--- src/rtl/tmips_pkg.sv ---
`timescale 1ns / 1ps
`default_nettype none
package tmips_pkg;
  localparam int TOP_K_DEF      = 10;
  localparam int MAX_POINTS_DEF = 1024;
  localparam int MAX_DIMS_DEF   = 64;
  localparam int PIDX_W  = 10;
  localparam int DIDX_W  = 6;
  localparam int ELEM_W  = 16;
  localparam int RANK_W  = 6;
  localparam int SCORE_W = 37;
  localparam int NP_W    = 11;
  localparam int ND_W    = 7;
  localparam int CFG_W   = 11;
  localparam int ACC_W   = 48;

  localparam logic REQ_DATA  = 1'b0;
  localparam logic REQ_QUERY = 1'b1;

  localparam logic CFG_NUM_POINTS = 1'b0;
  localparam logic CFG_NUM_DIMS   = 1'b1;

  typedef enum logic [2:0] {
    ST_IDLE, ST_CLEAR, ST_MAC, ST_DRAIN, ST_OFFER, ST_EMIT
  } state_t;

  typedef struct packed {
    logic clear;     // reset list and point counter
    logic mac_start; // start a point: zero accumulator and dim counter
    logic mac_run;   // issue one data/query read
    logic offer;     // offer saturated score to list
    logic emit;      // present output rank
  } cmd_t;

  typedef struct packed {
    logic dims_done;   // last read issued for this point
    logic pipe_empty;  // no reads in flight
    logic points_done; // offered last point
    logic last_rank;   // output rank is TOP_K-1
    logic nd_zero;
  } status_t;
endpackage
`default_nettype wire

--- src/rtl/tmips_ctrl.sv ---
`timescale 1ns / 1ps
`default_nettype none
module tmips_ctrl (
  input  wire                 clk,
  input  wire                 rst,
  input  wire                 start,
  input  wire                 out_ready,
  input  tmips_pkg::status_t  sts,
  output tmips_pkg::cmd_t     cmd,
  output logic                busy,
  output logic                out_valid
);
  import tmips_pkg::*;
  state_t state, state_next;

  always_ff @(posedge clk) begin
    if (rst) state <= ST_IDLE;
    else state <= state_next;
  end

  // sequencing: clear, then per point MAC/drain/offer, then emit ranks
  always_comb begin
    state_next = state;
    cmd = '0;
    busy = 1'b1;
    out_valid = 1'b0;
    unique case (state)
      ST_IDLE: begin
        busy = 1'b0;
        if (start) state_next = ST_CLEAR;
      end
      ST_CLEAR: begin
        cmd.clear = 1'b1;
        state_next = sts.points_done ? ST_EMIT : ST_MAC;
        cmd.mac_start = 1'b1;
      end
      ST_MAC: begin
        // last read of the point goes out in the cycle that leaves
        if (sts.nd_zero) state_next = ST_DRAIN;
        else begin
          cmd.mac_run = 1'b1;
          if (sts.dims_done) state_next = ST_DRAIN;
        end
      end
      ST_DRAIN: begin
        if (sts.pipe_empty) state_next = ST_OFFER;
      end
      ST_OFFER: begin
        cmd.offer = 1'b1;
        cmd.mac_start = 1'b1;
        state_next = sts.points_done ? ST_EMIT : ST_MAC;
      end
      ST_EMIT: begin
        out_valid = 1'b1;
        if (out_ready) begin
          cmd.emit = 1'b1;
          if (sts.last_rank) state_next = ST_IDLE;
        end
      end
      default: state_next = ST_IDLE;
    endcase
  end
endmodule
`default_nettype wire

--- config.mk ---
export PLATFORM = sky130hd
export DESIGN_NAME = tmips_ctrl
export DESIGN_NICKNAME = d
export VERILOG_FILES = /design/src/rtl/tmips_pkg.sv /design/src/rtl/tmips_ctrl.sv
export SDC_FILE = /design/constraint.sdc
export NUM_CORES = 1
export LEC_CHECK = 0
export BUFFER_PORTS_ARGS = -buffer_cell sky130_fd_sc_hd__buf_2
export CORE_AREA = 2 2 39 41
export CTS_CLUSTER_DIAMETER = 100
export DETAILED_ROUTE_END_ITERATION = 6
export DIE_AREA = 0 0 41 43
export PLACE_DENSITY = 0.56
export SLEW_MARGIN = 20
export SYNTH_ARGS = -nofsm -noshare
export SYNTH_HDL_FRONTEND = slang
export SYNTH_SLANG_ARGS = --single-unit
--- constraint.sdc ---
create_clock -name clk -period 1.72 [get_ports clk]
set_input_delay 0.516 -clock clk [delete_from_list [all_inputs] [get_ports clk]]
set_output_delay 0.516 -clock clk [all_outputs]
set_load 0.01 [all_outputs]
# --- Word level (Yosys, flattened, before mapping) ---
# Cells that the tools add are included.
totals:
  ff_bits: 3
  elab_cells: 31
  input_bits: 9
  output_inout_bits: 7
classes:
  n_mux: 17
  n_reduce_logical: 3
  eq_ne: 10
op_table:
  columns: ["cell", "count"]
  rows:
  - ["3-bit two-way mux", 7]
  - ["3-bit case mux with 5 select lines", 1]
  - ["1-bit two-way mux", 9]
  - ["2-bit inequality test (second input constant)", 4]
  - ["3-bit by 2-bit == test with 1-bit output (second input constant)", 2]
  - ["3-bit == test (second input constant)", 2]
  - ["5-bit AND reduction", 1]
  - ["3-bit by 1-bit == test with 1-bit output (second input constant)", 1]
  - ["3-bit zero test", 1]
  - ["3-bit inequality test (second input constant)", 1]
  - ["2-bit OR reduction", 1]

# --- Logic depth before layout (Yosys ltp) ---
logic_depth:
  word_depth: 3
  mapped_depth: 5

# --- Worst setup path after synthesis ---
# Ideal clock, no wire load.
synth_timing:
  path_kind: "register to output"
  from: "register state[0]"
  to: "output port cmd[3] (netlist bit)"
  stages_incl_launch_ff: 5
  setup_slack_ns: 0.102
  t_arrival_ns: 1.102
  path_cell_list: "dfxtp_1 buf_4 inv_1 nor3_1 or2_2"
synth_lines:
  columns: ["element", "line_no", "text"]
  rows:
  - ["start: declaration", "tmips_ctrl.sv:14", "state_t state, state_next;"]
  - ["start signal: assignment", "tmips_ctrl.sv:18", "else state <= state_next;"]
  - ["end: declaration", "tmips_ctrl.sv:9", "output tmips_pkg::cmd_t cmd,"]

# --- Final worst setup path ---
layout_timing:
  from: "register state[0]"
  to: "output port busy"
layout_via:
  elab_chain_cells: 2
layout_rtl:
  columns: ["element", "line_no", "text"]
  rows:
  - ["3-bit zero test", "tmips_ctrl.sv:27", "unique case (state)"]
  - ["1-bit two-way mux", "tmips_ctrl.sv:27", null]
  - ["end: declaration", "tmips_ctrl.sv:10", "output logic busy,"]
# No other way between the ends.

==> flow_metrics.env <==
export IMPL_critPathLaunchType="flop"
export IMPL_cts_buffers=3
export IMPL_period_share_pct=99.49
export IMPL_wl_um=864
export IMPL_r2r_end="state[2]$_SDFFE_PP0P_"
export IMPL_peakVddDrop_mv=0.3666
export IMPL_power_density_nw_per_um2=1338
export IMPL_path_cells="buf_6, or3_1, buf_2"
export IMPL_cp_endpoint="busy"
export IMPL_tightestPinTransition_ns=0.2734
export IMPL_portBuffers=15
export IMPL_dr_pass1_iters=3
export IMPL_worst_r2r_startpoint="state[2]$_SDFFE_PP0P_"
export IMPL_die_y_um=43
export IMPL_clkSinkCount=3
export IMPL_crit_type="flop to output pin"
export IMPL_synth_avg_cell_area_sq_um=7.058
export IMPL_post_dp_cell_area_sq_um=372.9
export IMPL_final_common_cell="buf_2"
export IMPL_yosysTopAreaCellShare_pct=21.82
export IMPL_rsz0062_at_grt="true"
export IMPL_cts_max_path_buffers=2
export IMPL_cp_depth=3
export IMPL_diodes=0
export IMPL_syn_area_sq_um=275.3
export IMPL_clkLatencyLatePin_ns=0.24
export IMPL_largest_reg_flops=3
export IMPL_startpoint="state[0]$_SDFFE_PP0P_"
export IMPL_worst_path_buf_inv=2
export IMPL_grt_pass1_vias=331
export IMPL_row_count=14
export IMPL_cts_tree="done"
export IMPL_fin_cells=77
export IMPL_critPathMaxFanout=4
export IMPL_finalHoldViolCount=0
export IMPL_drv_slew=0
export IMPL_synth_largest_area_cell="dfxtp_1"
export IMPL_max_stage_delay_ns=0.35
export IMPL_cts_root_buffer_cell="clkbuf_4"
export IMPL_place_hpwl_um=557.5
export IMPL_grt_use_total_pct=11.82
export IMPL_grt_pass1_wl_um=1317
export IMPL_hold_slack_ns=0.4613
export IMPL_yosysWarningCount=0
export IMPL_fin_crit_ns=1.711
export IMPL_drtIter0Drc=6
export IMPL_synth_distinct_cells=21
export IMPL_crit_path_end_kind="output pin"
export IMPL_io_pins=16
export IMPL_fin_nets=71
export IMPL_cp_top_family="simple AND/OR/NAND/NOR gates"
export IMPL_ant_nets=0
export IMPL_top_regs="state x3"
export IMPL_synth_seq_cells=3
export IMPL_yosysSeqAreaShare_pct=21.82
export IMPL_die_w_um=41
export IMPL_die_area_sq_um=1763
export IMPL_clock_skew_ns=0.003140
export IMPL_clkTransAtPathRegs_ns=0.04
export IMPL_via_per_inst=4.662
export IMPL_final_cell_mix="14 x buf_2, 4 x nor3_1, 4 x buf_4"
export IMPL_slew_headroom_pct=81.67
export IMPL_hp_class="primary input to flop"
export IMPL_antenna_found_initial=0
export IMPL_setup_viol=0
export IMPL_gp_congestion=0.8026
export IMPL_r2r_setup_slack_ns=0.39
export IMPL_outcome="complete, no violations"
export IMPL_syn2layout_area_growth_pct=72.73
export IMPL_drc=0
export IMPL_leakagePower_nw=0.2109
export IMPL_cp_slowest_cell="or3_1"
export IMPL_drv_cap=0
export IMPL_synth_cells=39
export IMPL_grt_max_degree=10
export IMPL_wire_per_inst_um=11.22
export IMPL_critPathRequiredTime_ns=1.20
export IMPL_max_freq_ghz=0.5844
export IMPL_initial_core_util_pct=19.89
export IMPL_final_cell_area_sq_um=475.5
export IMPL_vias=359
export IMPL_nFillCells=157
export IMPL_synth_area_leaders="dfxtp_1 22%, nand2b_1 9.1%, nor3_1 9.1%"
export IMPL_top_register="state"
export IMPL_drive_gt1_share_pct=55.74
export IMPL_crit_arrival_ns=1.20
export IMPL_dpl_cell_count=70
export IMPL_reg2reg_depth=6
export IMPL_core_region_area_sq_um=1384
export IMPL_synth_nets=48
export IMPL_grt_ovfl_total=0
export IMPL_cts_max_level=1
## through the flow
step / power, mW / worst slack [ns] / util, % / TNS [ns]
after global placement: 0.4008 / 0.2024 / 26.94 / 0
after CTS: 0.5609 / 0.0007444 / 30.47 / 0
final: 0.6363 / 0.008745 / 34.36 / 0
after global routing: 0.6992 / -0.04851 / 34.36 / -0.06738
after detailed placement: 0.3978 / 0.1969 / 26.94 / 0
after floorplan: 0.3079 / 0.1024 / - / 0
## cells in the mapped netlist
| master | instances |
|---|---|
| nand2b_1 | 4 |
| o21ai_0 | 3 |
| nor2_1 | 4 |
| buf_2 | 1 |
| a21oi_2 | 1 |
| a2bb2oi_1 | 1 |
| or2_2 | 1 |
| a211oi_1 | 1 |
| inv_1 | 1 |
| o2bb2ai_1 | 1 |
| dfxtp_1 | 3 |
| a21oi_1 | 3 |
| nor3b_2 | 1 |
| and2_1 | 1 |
| nand2_1 | 2 |
| nor2b_1 | 2 |
| buf_4 | 1 |
| o21bai_1 | 1 |
| nor3_1 | 5 |
| maj3_2 | 1 |
| or3_1 | 1 |
## area by class of cell
cell class	count	area, sq um	area share, %
timing repair buffer	20	122.6	25.79
inverter	1	3.754	0.7895
clock buffer	4	26.28	5.526
multi-input combinational	33	234.0	49.21
tap	16	20.02	4.211
sequential	3	68.82	14.47
## what timing repair did
item	in CTS	in global routing
endpoints found under the setup margin	3	3
resized for setup	6	9
pin swaps	0	4
setup buffers	1	2
cloned	0	0
endpoints found under the hold margin	0	0
hold buffers	0	0
## layer usage
layer | wire (um) | track usage, % | vias up | share of wire [%]
li1 | - | - | 181 | -
met1 | 375 | 13.42 | 164 | 43
met2 | 421 | 14.06 | 10 | 49
met3 | 30 | 6.283 | 4 | 3.5
met4 | 36 | 12.67 | 0 | 4.2
met5 | 0 | 0 | - | 0
## power breakdown
part	switching, mW	internal [mW]
logic	0.165	0.199
registers	0.0429	0.0968
clock network	0.0453	0.0875
## worst min-delay path by stage
stage / cells past startpoint / endpoint / start / slack (ns)
after floorplan: 1 / state[0]$_SDFFE_PP0P_ / rst / 0.58
after global placement: 3 / state[1]$_SDFFE_PP0P_ / state[0]$_SDFFE_PP0P_ / 0.58
after detailed placement: 3 / state[1]$_SDFFE_PP0P_ / state[0]$_SDFFE_PP0P_ / 0.58
after CTS: 2 / state[0]$_SDFFE_PP0P_ / rst / 0.45
after global routing: 2 / state[0]$_SDFFE_PP0P_ / rst / 0.45
final: 2 / state[0]$_SDFFE_PP0P_ / rst / 0.46
## cells by family (layout without fill, tap and decap cells)
| family | count (synthesis) | after routing | synth area share, % |
|---|---|---|---|
| flip-flops | 3 | 3 | 21.82 |
| adder cells (fa/ha/maj) | 1 | 1 | 4.091 |
| AND/OR/NAND/NOR | 21 | 21 | 42.27 |
| AO/OA/AOI/OAI | 11 | 11 | 25.91 |
| buffers and inverters | 3 | 25 | 5.907 |
Note: power is estimated with default switching activity, not from simulation.
